`src/hw/rtl/hnf_pkg.sv`:
```
// Shared types, constants and the nibble-to-ASCII helper of the hex number formatter.
`timescale 1ns / 1ps

package hnf_pkg;

  localparam int NUMBER_BITS_DEF = 64;
  localparam int MAX_WIDTH_DEF   = 48;

  localparam int IN_NUM_W  = 64;
  localparam int WIDTH_W   = 6;
  localparam int CHAR_W    = 8;
  localparam int NIBBLE_W  = 4;

  localparam logic [CHAR_W-1:0] SPACE_CHAR = 8'h20;
  localparam logic [CHAR_W-1:0] ZERO_CHAR  = 8'h30;
  localparam logic [CHAR_W-1:0] UPPER_A    = 8'h41;
  localparam logic [CHAR_W-1:0] LOWER_A    = 8'h61;

  typedef enum logic [1:0] {
    EMIT_NONE  = 2'd0,
    EMIT_PAD   = 2'd1,
    EMIT_DIGIT = 2'd2,
    EMIT_SPACE = 2'd3
  } emit_sel_t;

  typedef struct packed {
    logic      load;
    emit_sel_t emit_sel;
  } hnf_cmd_t;

  typedef struct packed {
    logic out_free;
    logic left;
    logic pad_zero;
    logic pad_one;
    logic dig_zero;
    logic rem_one;
  } hnf_status_t;

  function automatic logic [CHAR_W-1:0] hex_ascii(input logic [NIBBLE_W-1:0] nib,
                                                  input logic upper);
    logic [CHAR_W-1:0] wide;
    wide = {4'h0, nib};
    if (nib < 4'd10) begin
      return ZERO_CHAR + wide;
    end
    return (upper ? UPPER_A : LOWER_A) + wide - 8'd10;
  endfunction

endpackage

```
`src/hw/rtl/hnf_ctrl.sv`:
```
// Controller state machine that sequences pad, digit and space characters.
`timescale 1ns / 1ps

module hnf_ctrl (
  input  logic                clk,
  input  logic                rst_n,
  input  logic                in_valid,
  output logic                in_ready,
  input  hnf_pkg::hnf_status_t status,
  output hnf_pkg::hnf_cmd_t   cmd
);

  typedef enum logic [4:0] {
    S_IDLE = 5'b00001,
    S_PLAN = 5'b00010,
    S_PRE  = 5'b00100,
    S_DIG  = 5'b01000,
    S_POST = 5'b10000
  } state_t;

  state_t state_r, state_nxt;

  always_comb begin
    state_nxt    = state_r;
    in_ready     = 1'b0;
    cmd.load     = 1'b0;
    cmd.emit_sel = hnf_pkg::EMIT_NONE;
    unique case (state_r)
      S_IDLE: begin
        in_ready = 1'b1;
        if (in_valid) begin
          cmd.load  = 1'b1;
          state_nxt = S_PLAN;
        end
      end
      S_PLAN: begin
        if (!status.left && !status.pad_zero) begin
          state_nxt = S_PRE;
        end else begin
          state_nxt = S_DIG;
        end
      end
      S_PRE: begin
        if (status.out_free) begin
          cmd.emit_sel = hnf_pkg::EMIT_PAD;
          if (status.pad_one) begin
            state_nxt = S_DIG;
          end
        end
      end
      S_DIG: begin
        if (status.out_free) begin
          cmd.emit_sel = hnf_pkg::EMIT_DIGIT;
          if (status.dig_zero) begin
            state_nxt = (status.left && !status.pad_zero) ? S_POST : S_IDLE;
          end
        end
      end
      S_POST: begin
        if (status.out_free) begin
          cmd.emit_sel = hnf_pkg::EMIT_SPACE;
          if (status.pad_one) begin
            state_nxt = S_IDLE;
          end
        end
      end
      default: begin
        state_nxt = S_IDLE;
      end
    endcase
  end

  always_ff @(posedge clk) begin
    if (!rst_n) begin
      state_r <= S_IDLE;
    end else begin
      state_r <= state_nxt;
    end
  end

endmodule

```
`src/hw/rtl/hnf_datapath.sv`:
```
// Datapath: item registers, digit and pad counters, character mux and output register.
`timescale 1ns / 1ps

module hnf_datapath #(
  parameter int NUMBER_BITS = hnf_pkg::NUMBER_BITS_DEF,
  parameter int MAX_WIDTH   = hnf_pkg::MAX_WIDTH_DEF
) (
  input  logic                          clk,
  input  logic                          rst_n,
  input  hnf_pkg::hnf_cmd_t             cmd,
  output hnf_pkg::hnf_status_t          status,
  input  logic [hnf_pkg::IN_NUM_W-1:0]  in_number_value,
  input  logic [hnf_pkg::WIDTH_W-1:0]   in_field_width,
  input  logic [hnf_pkg::CHAR_W-1:0]    in_pad_character,
  input  logic                          in_left_justify,
  input  logic                          cfg_write_enable,
  input  logic                          cfg_upper_case_letters,
  output logic                          out_valid,
  input  logic                          out_ready,
  output logic [hnf_pkg::CHAR_W-1:0]    out_character,
  output logic                          out_last_character,
  output logic [hnf_pkg::WIDTH_W-1:0]   out_chars_emitted
);

  localparam int NIBBLES = (NUMBER_BITS + hnf_pkg::NIBBLE_W - 1) / hnf_pkg::NIBBLE_W;
  localparam int NUM_W   = NIBBLES * hnf_pkg::NIBBLE_W;
  localparam int IDX_W   = $clog2(NIBBLES);
  localparam int WW      = hnf_pkg::WIDTH_W;

  logic [NUM_W-1:0]              num_r, num_nxt;
  logic [IDX_W-1:0]              dig_r, dig_nxt;
  logic [WW-1:0]                 pad_r, pad_nxt;
  logic [WW-1:0]                 rem_r, rem_nxt;
  logic [WW-1:0]                 cnt_r, cnt_nxt;
  logic [hnf_pkg::CHAR_W-1:0]    padch_r, padch_nxt;
  logic                          left_r, left_nxt;
  logic                          upper_r, upper_nxt;
  logic                          out_valid_r, out_valid_nxt;
  logic [hnf_pkg::CHAR_W-1:0]    out_char_r, out_char_nxt;
  logic                          out_last_r, out_last_nxt;
  logic [WW-1:0]                 out_cnt_r, out_cnt_nxt;

  logic [NUM_W-1:0]              num_in;
  logic [IDX_W-1:0]              top_idx;
  logic [WW-1:0]                 digits;
  logic [WW-1:0]                 wsat;
  logic                          emit;
  logic [hnf_pkg::NIBBLE_W-1:0]  nib;
  logic [hnf_pkg::CHAR_W-1:0]    char_sel;

  // Field sizing of a new item: highest significant nibble, saturated width.
  always_comb begin
    num_in  = NUM_W'(in_number_value[NUMBER_BITS-1:0]);
    top_idx = '0;
    for (int i = 0; i < NIBBLES; i++) begin
      if (num_in[i*hnf_pkg::NIBBLE_W +: hnf_pkg::NIBBLE_W] != '0) begin
        top_idx = IDX_W'(i);
      end
    end
    digits = WW'(top_idx) + WW'(1);
    wsat   = (in_field_width > WW'(MAX_WIDTH)) ? WW'(MAX_WIDTH) : in_field_width;
  end

  assign emit = (cmd.emit_sel != hnf_pkg::EMIT_NONE);
  assign nib  = num_r[dig_r*hnf_pkg::NIBBLE_W +: hnf_pkg::NIBBLE_W];

  always_comb begin
    unique case (cmd.emit_sel)
      hnf_pkg::EMIT_PAD:   char_sel = padch_r;
      hnf_pkg::EMIT_DIGIT: char_sel = hnf_pkg::hex_ascii(nib, upper_r);
      hnf_pkg::EMIT_SPACE: char_sel = hnf_pkg::SPACE_CHAR;
      default:             char_sel = '0;
    endcase
  end

  always_comb begin
    num_nxt       = num_r;
    dig_nxt       = dig_r;
    pad_nxt       = pad_r;
    rem_nxt       = rem_r;
    cnt_nxt       = cnt_r;
    padch_nxt     = padch_r;
    left_nxt      = left_r;
    upper_nxt     = cfg_write_enable ? cfg_upper_case_letters : upper_r;
    out_char_nxt  = out_char_r;
    out_last_nxt  = out_last_r;
    out_cnt_nxt   = out_cnt_r;
    out_valid_nxt = out_ready ? 1'b0 : out_valid_r;
    if (cmd.load) begin
      num_nxt   = num_in;
      dig_nxt   = top_idx;
      pad_nxt   = (wsat > digits) ? (wsat - digits) : '0;
      rem_nxt   = (wsat > digits) ? wsat : digits;
      cnt_nxt   = '0;
      padch_nxt = in_pad_character;
      left_nxt  = in_left_justify;
    end
    if (emit) begin
      cnt_nxt       = cnt_r + WW'(1);
      rem_nxt       = rem_r - WW'(1);
      out_valid_nxt = 1'b1;
      out_char_nxt  = char_sel;
      out_last_nxt  = (rem_r == WW'(1));
      out_cnt_nxt   = cnt_r + WW'(1);
      if (cmd.emit_sel == hnf_pkg::EMIT_DIGIT) begin
        if (dig_r != '0) begin
          dig_nxt = dig_r - IDX_W'(1);
        end
      end else begin
        pad_nxt = pad_r - WW'(1);
      end
    end
  end

  always_ff @(posedge clk) begin
    if (!rst_n) begin
      out_valid_r <= 1'b0;
      upper_r     <= 1'b1;
    end else begin
      out_valid_r <= out_valid_nxt;
      upper_r     <= upper_nxt;
    end
  end

  always_ff @(posedge clk) begin
    num_r      <= num_nxt;
    dig_r      <= dig_nxt;
    pad_r      <= pad_nxt;
    rem_r      <= rem_nxt;
    cnt_r      <= cnt_nxt;
    padch_r    <= padch_nxt;
    left_r     <= left_nxt;
    out_char_r <= out_char_nxt;
    out_last_r <= out_last_nxt;
    out_cnt_r  <= out_cnt_nxt;
  end

  assign status.out_free = !out_valid_r || out_ready;
  assign status.left     = left_r;
  assign status.pad_zero = (pad_r == '0);
  assign status.pad_one  = (pad_r == WW'(1));
  assign status.dig_zero = (dig_r == '0);
  assign status.rem_one  = (rem_r == WW'(1));

  assign out_valid          = out_valid_r;
  assign out_character      = out_char_r;
  assign out_last_character = out_last_r;
  assign out_chars_emitted  = out_cnt_r;

endmodule

```
`src/hw/rtl/hex_number_formatter.sv`:
```
// Top level of the hex number formatter: controller, datapath and assertions.
`timescale 1ns / 1ps

// The formatter takes one item (a number, a field width, a pad character and a
// left-justify flag) and sends out its printf-style hexadecimal text, one
// character per output item, most significant digit first, with the last one
// flagged and a running character count on every one. An item is taken and
// its field sized in the idle state, a planning state picks the pad or digit
// path, and then the character sequencer puts one character per cycle into
// the output register while that register has room, so a stalling sink holds
// it back. An item gives max(digits, saturated width) characters. The
// one-character output register sets the pace; a new item is accepted as
// soon as the last character of the previous one has entered the output
// register, even while that character still waits for the sink. Widths above
// MAX_WIDTH saturate, only the low NUMBER_BITS bits of the number are printed,
// and the letter case of digits ten to fifteen comes from the configuration
// register, which resets to upper case and is written with cfg_write_enable;
// the user must write it only while idle, as the block does not enforce it.
module hex_number_formatter #(
  parameter int NUMBER_BITS = hnf_pkg::NUMBER_BITS_DEF,
  parameter int MAX_WIDTH   = hnf_pkg::MAX_WIDTH_DEF
) (
  input  logic                          clk,
  input  logic                          rst_n,
  input  logic                          in_valid,
  output logic                          in_ready,
  input  logic [hnf_pkg::IN_NUM_W-1:0]  in_number_value,
  input  logic [hnf_pkg::WIDTH_W-1:0]   in_field_width,
  input  logic [hnf_pkg::CHAR_W-1:0]    in_pad_character,
  input  logic                          in_left_justify,
  output logic                          out_valid,
  input  logic                          out_ready,
  output logic [hnf_pkg::CHAR_W-1:0]    out_character,
  output logic                          out_last_character,
  output logic [hnf_pkg::WIDTH_W-1:0]   out_chars_emitted,
  input  logic                          cfg_write_enable,
  input  logic                          cfg_upper_case_letters
);

  hnf_pkg::hnf_cmd_t    cmd;
  hnf_pkg::hnf_status_t status;

  // The controller decides which kind of character goes out each cycle.
  hnf_ctrl u_ctrl (
    .clk      (clk),
    .rst_n    (rst_n),
    .in_valid (in_valid),
    .in_ready (in_ready),
    .status   (status),
    .cmd      (cmd)
  );

  // The datapath holds the item, the counters and the output register.
  hnf_datapath #(
    .NUMBER_BITS (NUMBER_BITS),
    .MAX_WIDTH   (MAX_WIDTH)
  ) u_datapath (
    .clk                    (clk),
    .rst_n                  (rst_n),
    .cmd                    (cmd),
    .status                 (status),
    .in_number_value        (in_number_value),
    .in_field_width         (in_field_width),
    .in_pad_character       (in_pad_character),
    .in_left_justify        (in_left_justify),
    .cfg_write_enable       (cfg_write_enable),
    .cfg_upper_case_letters (cfg_upper_case_letters),
    .out_valid              (out_valid),
    .out_ready              (out_ready),
    .out_character          (out_character),
    .out_last_character     (out_last_character),
    .out_chars_emitted      (out_chars_emitted)
  );

`ifndef NO_ASSERTIONS
  // While the block is ready for a new item, no character is being produced.
  a_idle_no_emit: assert property (@(posedge clk) disable iff (!rst_n)
    in_ready |-> (cmd.emit_sel == hnf_pkg::EMIT_NONE))
    else $error("character produced while accepting an item");

  // The final character of a field returns the controller to idle.
  a_last_then_idle: assert property (@(posedge clk) disable iff (!rst_n)
    ((cmd.emit_sel != hnf_pkg::EMIT_NONE) && status.rem_one) |=> in_ready)
    else $error("controller still busy after the last character");

  // A character is produced only when the output register can take it.
  a_emit_has_room: assert property (@(posedge clk) disable iff (!rst_n)
    (cmd.emit_sel != hnf_pkg::EMIT_NONE) |-> status.out_free)
    else $error("character produced into a full output register");

  // Every character on the output carries a nonzero running count.
  a_count_nonzero: assert property (@(posedge clk) disable iff (!rst_n)
    out_valid |-> (out_chars_emitted != '0))
    else $error("output character with zero count");
`endif

endmodule
```
`config.mk`:
```
export PLATFORM = sky130hd
export DESIGN_NAME = hex_number_formatter
export DESIGN_NICKNAME = d
export VERILOG_FILES = /design/src/hw/rtl/hnf_pkg.sv /design/src/hw/rtl/hnf_ctrl.sv /design/src/hw/rtl/hnf_datapath.sv /design/src/hw/rtl/hex_number_formatter.sv
export SDC_FILE = /design/constraint.sdc
export NUM_CORES = 1
export LEC_CHECK = 0
export BUFFER_PORTS_ARGS = -buffer_cell sky130_fd_sc_hd__buf_2
export CAP_MARGIN = 5
export CORE_MARGIN = 2
export CORE_UTILIZATION = 60
export CTS_CLUSTER_SIZE = 25
export DETAILED_ROUTE_END_ITERATION = 10
export PLACE_DENSITY = 0.82
export RECOVER_POWER = 100
export SKIP_LAST_GASP = 1
export SLEW_MARGIN = 25
export SYNTH_ARGS = -nofsm -noshare
export SYNTH_HDL_FRONTEND = slang
export SYNTH_SLANG_ARGS = --single-unit
```
`constraint.sdc`:
```
create_clock -name clk -period 6.91 [get_ports clk]
set_input_delay 0 -clock clk [delete_from_list [all_inputs] [get_ports clk]]
set_output_delay 0 -clock clk [all_outputs]
set_load 0.01 [all_outputs]
```
After elaboration in Yosys (flattened, before gate mapping)
Cells that the tools add are included.
- word-level logic and storage cells: 125
- output and inout port bits: 17
- bits in registers: 117
- memories: 0
- bits in writable memories: 0
- latch bits: 0
- input port bits: 85
- memory bits (read-only): 0
- shift-type cells: 1
- $lt $le $gt $ge: 3
- eq/ne operators: 17
- div/mod/pow operators: 0
- reduce and logical (&&, ||, !) cells: 28
- muxes and demuxes: 54
- bitwise logic cells: 0
- multipliers: 0
- add/sub/neg operators: 9
- operators by type and width (cell ; number):
    two-way mux 6 bit ; 11
    nonzero test 4 bit ; 16
    variable part select 64 x 7 -> 4 bit ; 1
    two-way mux 4 bit ; 13
    two-way mux 5 bit ; 8
    case mux 5 bit (5 select lines) ; 1
    case mux 8 bit (3 select lines) ; 1
    two-way mux 8 bit ; 2
    != test 2 bit, second input constant ; 7
    == test 6 x 1 -> 1 bit, second input constant ; 2
    two-way mux 3 bit ; 4
    subtractor 6 x 1 -> 6 bit, second input constant ; 2
    two-way mux 1 bit ; 9
    adder 8 x 4 -> 8 bit ; 1
    two-way mux 2 bit ; 4
    subtractor 8 x 4 -> 8 bit, second input constant ; 1
    adder 6 x 4 -> 7 bit, first input constant ; 1
    AND reduction 7 bit ; 1
    adder 6 x 1 -> 6 bit, second input constant ; 1
    > comparator 6 bit ; 1
    > comparator 6 bit, second input constant ; 1
    logical NOT 6 bit ; 1
    case mux 2 bit (3 select lines) ; 1
    nonzero test 2 bit ; 3
    15 further kinds ; 19

Logic depth before layout (Yosys ltp)
- depth in word-level cells: 22
- mapped depth: 15
- depth with buffers taken out: 14

Cells and area by module
A second synthesis with hierarchy kept.
- cells, all modules: 446
- area, all modules: 5834.3 um^2
- by module, submodules not included (module ; area each (um^2) ; times used ; seq. area each (um^2) ; cells an instance):
    hnf_datapath ; 5427.7 ; 1 ; 3243.1 ; 395
    hnf_ctrl ; 406.6 ; 1 ; 100.1 ; 51

Worst setup path before layout
OpenSTA, ideal clock, no wires.
- kind: input-to-reg
- start: input in_number_value[45] (netlist name)
- end: register u_datapath.rem_r[3] (data pin)
- stages on the path: 15
- arrival time: 3.315 ns
- path slack: 3.315 ns
- path buffers: 2
- library setup time: 0.280 ns
- required time: 6.630 ns
- cells stage by stage: or4_1 -> clkbuf_1 -> a2111oi_1 -> or2_2 -> a21oi_1 -> nor2_1 -> xor2_1 -> ha_1 -> nand3_1 -> or4_1 -> a32oi_1 -> a21oi_2 -> buf_6 -> nor4_1 -> a311oi_2
- cells in the longest elaborated chain, start to end: 11
- ends and longest elaborated chain (what ; RTL line ; RTL):
    start: declaration ; hex_number_formatter.sv:27 ; input logic [hnf_pkg::IN_NUM_W-1:0] in_number_value,
    nonzero test 4 bit (*) ; hnf_datapath.sv:56 ; if (num_in[i*hnf_pkg::NIBBLE_W +: hnf_pkg::NIBBLE_W] != '0) begin
    two-way mux 4 bit (*) (5 in series) ; hnf_datapath.sv:56 ;
    adder 4 x 1 -> 5 bit (*) ; hnf_datapath.sv:60 ; digits = WW'(top_idx) + WW'(1);
    > comparator 6 bit ; hnf_datapath.sv:93 ; rem_nxt = (wsat > digits) ? wsat : digits;
    two-way mux 6 bit (*) ; hnf_datapath.sv:93 ;
    two-way mux 6 bit (*) ; hnf_datapath.sv:89 ; if (cmd.load) begin
    two-way mux 6 bit (*) ; hnf_datapath.sv:98 ; if (emit) begin
    net u_datapath.rem_nxt[3] ; hnf_datapath.sv:33 ; logic [WW-1:0] rem_r, rem_nxt;
    end signal: assignment ; hnf_datapath.sv:129 ; rem_r <= rem_nxt;
    end: declaration ; hnf_datapath.sv:33 ;
Mark *: on every way through the listed nets, which the timed path passes. The rest lies on a longest branch. The select of a mux whose other input is x is not followed.
A chain may end at the register's enable or synchronous reset.

==> results.md <==
* Outcome: finished, violations left
* Failing checks: max-capacitance violations, max-slew violations
* R2R Setup Slk at around 1.6 ns
* Max Slew Vio Count at 76
* Grt total ovfl at 0
* Routed vias at 5070
* Reg2reg start: u_ctrl.state_r[1]
* Remaining DRCs at 0
* Final hold violations at 0
* Routed WL at between 15000 and 20000 um
* Post-synth EDFFs at 100
* Port Buffers at 101
* Critical-path top delay cell: clkbuf_1
* Achievable Freq at between 0.15 and 0.2 GHz
* Syn_nets at 558
* Final Non-Filler Cells at 788
* Internal power at ~1600 uW
* Worst Path Max Fanout at between 70 and 80
* Sw power at 655.3 uW
* Maxcap violations at 1
* DRT Pass-1 Iters at 6
* Drt wl/cell at 22.47 um
* Initial Utilization at a little over 60%
* Seq pwr share at 41.3%
* Top FF cell, synth: edfxtp_1
* Chip height at around 100 um
* Seq/Total Area, Yosys at 57.94%
* P_leak at 0.002760 uW
* Area leader, netlist: edfxtp_1
* Final nets at 742
* Mapped Cells at 462
* Initial antenna violation count at 0
* Post-synthesis register bit count at 117
* CP bufs+invs at 3
* Required time of the critical path at roughly 7.3 ns
* Clk Latency, worst-skew pair at between 0.5 and 0.6 ns
* Diode count at 0
* Layout area overhead at 33.22%
* Sequential Area at 0.003343 mm2
* Core area at roughly 0.0093 mm2
* Die Wd at between 100 and 150 um
* Vias in the first global route at between 5000 and 6000
* Comb power frac at 18.9%
* Hold Crit Start: in_field_width[1]
* RD Place Congestion at between 1 and 1.5
* Capturing point of the worst reg2reg path: u_datapath.dig_r[1]
* Clock skew at approximately 0.020 ns
* Library cells used by synthesis at 63
* RSZ-0062 raised after global routing: no
* H-tree Lvls at 4
* Worst setup EP type: register
* Clock buffer depth at 2
* Crit path arrival time at ~5.7 ns
* Ratio of cells with drive above 1 in the final layout at 13.96%
* Post-DR vias/cell at 6.434
* Number of synthesis warnings at 0
* Die area at 0.01042 mm2
* Syn avg cell area at ~12 um2
* Top-Level Pins at 102
* Worst path max stage delay at 2.87 ns
* Yosys top cell area share at between 50% and 60%
* Pin count of the biggest net entering global routing at 76
* Antenna viol nets, final at 0
* Area of the multi-input gates at 0.002261 mm2
* Setup CP Type: reg2reg
* Worst Hold Endpoint: u_datapath.rem_r[1]
* Top cells by area, synth: edfxtp_1 (52%), mux4_2 (7.8%), dfxtp_1 (5.9%)
* Filler cells at about 540
* Startpoint types: register
* Peak VDD IR at between 0.0002 and 0.0003 V
* Period utilization at roughly three quarters
* Clock root buffer: clkbuf_8
* Clk sinks at 117
* First-pass GRT wire length at approximately 27000 um
* Post-synth ARST share at 0%
* Clock group share of total power at between 30% and 40%
* CTS tree: built
* Relative slew slack at -169.9%
* DRT iter0 DRCs at 582
* Hold WC Path Type: in2reg
* Final Setup Violations at 0
* Fin Setup TNS at 0 ns
* Critical path, cell by cell: nor2_1, nand3_1, inv_1, nand2_1, inv_1, clkbuf_1, nand2b_1, o211ai_1, o21ai_0
* Cell family with most CP delay: buffers and inverters
* Post-Syn Area at 0.005771 mm2
* Post-CTS Setup Bufs at 0
* GRT Overall Usage at 35.36%
* Hold path depth at 4
* TritonCTS Buffers at 17
* Most used cell, CP: inv_1
* Placed insts at 673
* Clk slew on worst S/H paths at 0.06 ns
* Reg2Reg Depth at 9
* DP HPWL at 9309 um
* Switch share at 29.12%
* Worst-Margin Slew at 4.049 ns
* PwrDens at 292.7 mW/mm2
* Min Tclk post-route at 5.317 ns
* Number of cell rows at 35
routing by layer:
layer | track usage (%) | up-vias | part of all wire, %
li1 | - | 2160 | -
met1 | 39.45 | 2414 | 34
met2 | 61.13 | 405 | 50
met3 | 11.15 | 91 | 9.8
met4 | 17.95 | 0 | 5.4
met5 | 0 | - | 0
power groups by stage:
stage | Sequential [uW] | Combinational (uW) | Clock, uW
CTS | 915 | 411 | 887
detailed placement | 927 | 365 | 0
global placement | 922 | 354 | 0
floorplan | 907 | 280 | 0
finish | 930 | 424 | 895
global route | 937 | 454 | 927
cell type report:
cell class                 instances  share of cell area (%)
multi-input combinational        305                   29.41
clock inverter                    15                   2.327
inverter                          19                  0.9277
timing repair buffer             186                   16.36
tap                              129                   2.100
clock buffer                      17                   5.387
sequential                       117                   43.49
worst min-delay path, stage by stage:
cell	delay, ns
buf_2	0.09
and2_1	0.19
nor2_1	0.13
a211oi_1	0.08
logic make-up after synthesis:
kind of cell             after synthesis  synth area share (%)
buffers and inverters                 40                 2.754
adder cells (fa/ha/maj)               12                 2.689
XOR/XNOR                              17                 2.580
flip-flops                           117                 57.94
multiplexers                          25                 8.716
AO/OA/AOI/OAI                         91                 11.01
AND/OR/NAND/NOR                      160                 14.31
through the flow:
stage | util [%] | setup slack, ns | area [um2] | power, uW | hold slack [ns]
after floorplan | - | 3.315 | 5771 | 1188 | 0.06194
after global placement | 68.56 | 2.896 | 6365 | 1276 | 0.1783
after detailed placement | 68.56 | 2.764 | 6365 | 1291 | 0.1781
after CTS | 83.89 | 2.716 | 7789 | 2212 | 0.1055
after global routing | 82.80 | 1.115 | 7687 | 2318 | 0.1601
final | 82.80 | 1.593 | 7687 | 2250 | 0.1526
worst max-delay path by stage:
stage,to,slack (ns),cells past startpoint,startpoint
after floorplan,u_datapath.rem_r[3],3.32,15,in_number_value[45]
final,u_datapath.dig_r[1],1.59,9,u_ctrl.state_r[1]
after global placement,u_datapath.rem_r[3],2.90,14,in_number_value[29]
after CTS,u_datapath.rem_r[3],2.72,16,in_number_value[13]
after detailed placement,u_datapath.rem_r[3],2.76,15,in_number_value[13]
after global routing,u_datapath.dig_r[1],1.12,9,u_ctrl.state_r[1]
sequential cells by signal (all words and copies together) (netlist names):
name,flops
u_datapath.cnt_r,6
u_datapath.upper_r,1
u_datapath.out_last_character,1
u_datapath.padch_r,8
u_datapath.out_valid,1
u_datapath.left_r,1
u_datapath.pad_r,6
u_datapath.rem_r,6
u_datapath.dig_r,4
u_datapath.out_character,8
u_datapath.out_chars_emitted,6
u_datapath.num_r,64
u_ctrl.state_r,5
cells in the mapped netlist (all sizes together), types with 11 or more instances:
cell type	n
nor3	11
mux4	20
dfxtp	17
nor2	37
nand2	37
or4	15
edfxtp	100
nand3	15
inv	17
o21ai	20
a21oi	23
nor4	15
clkbuf	19
timing repair:
action	in CTS	in global routing
gates resized for setup	0	0
endpoints found under the hold margin	85	0
hold buffers	83	0
cell usage in the layout (no fill, tap or decap), types with 16 or more instances in the layout:
cell type	n
dfxtp_1	17
clkbuf_16	16
edfxtp_1	100
mux4_2	20
a21oi_1	23
buf_2	29
dlygate4sd3_1	83
nor2_1	37
o21ai_0	19
nand2_1	37
inv_1	18
clkbuf_1	73
Note: power is estimated with default switching activity, not from simulation.
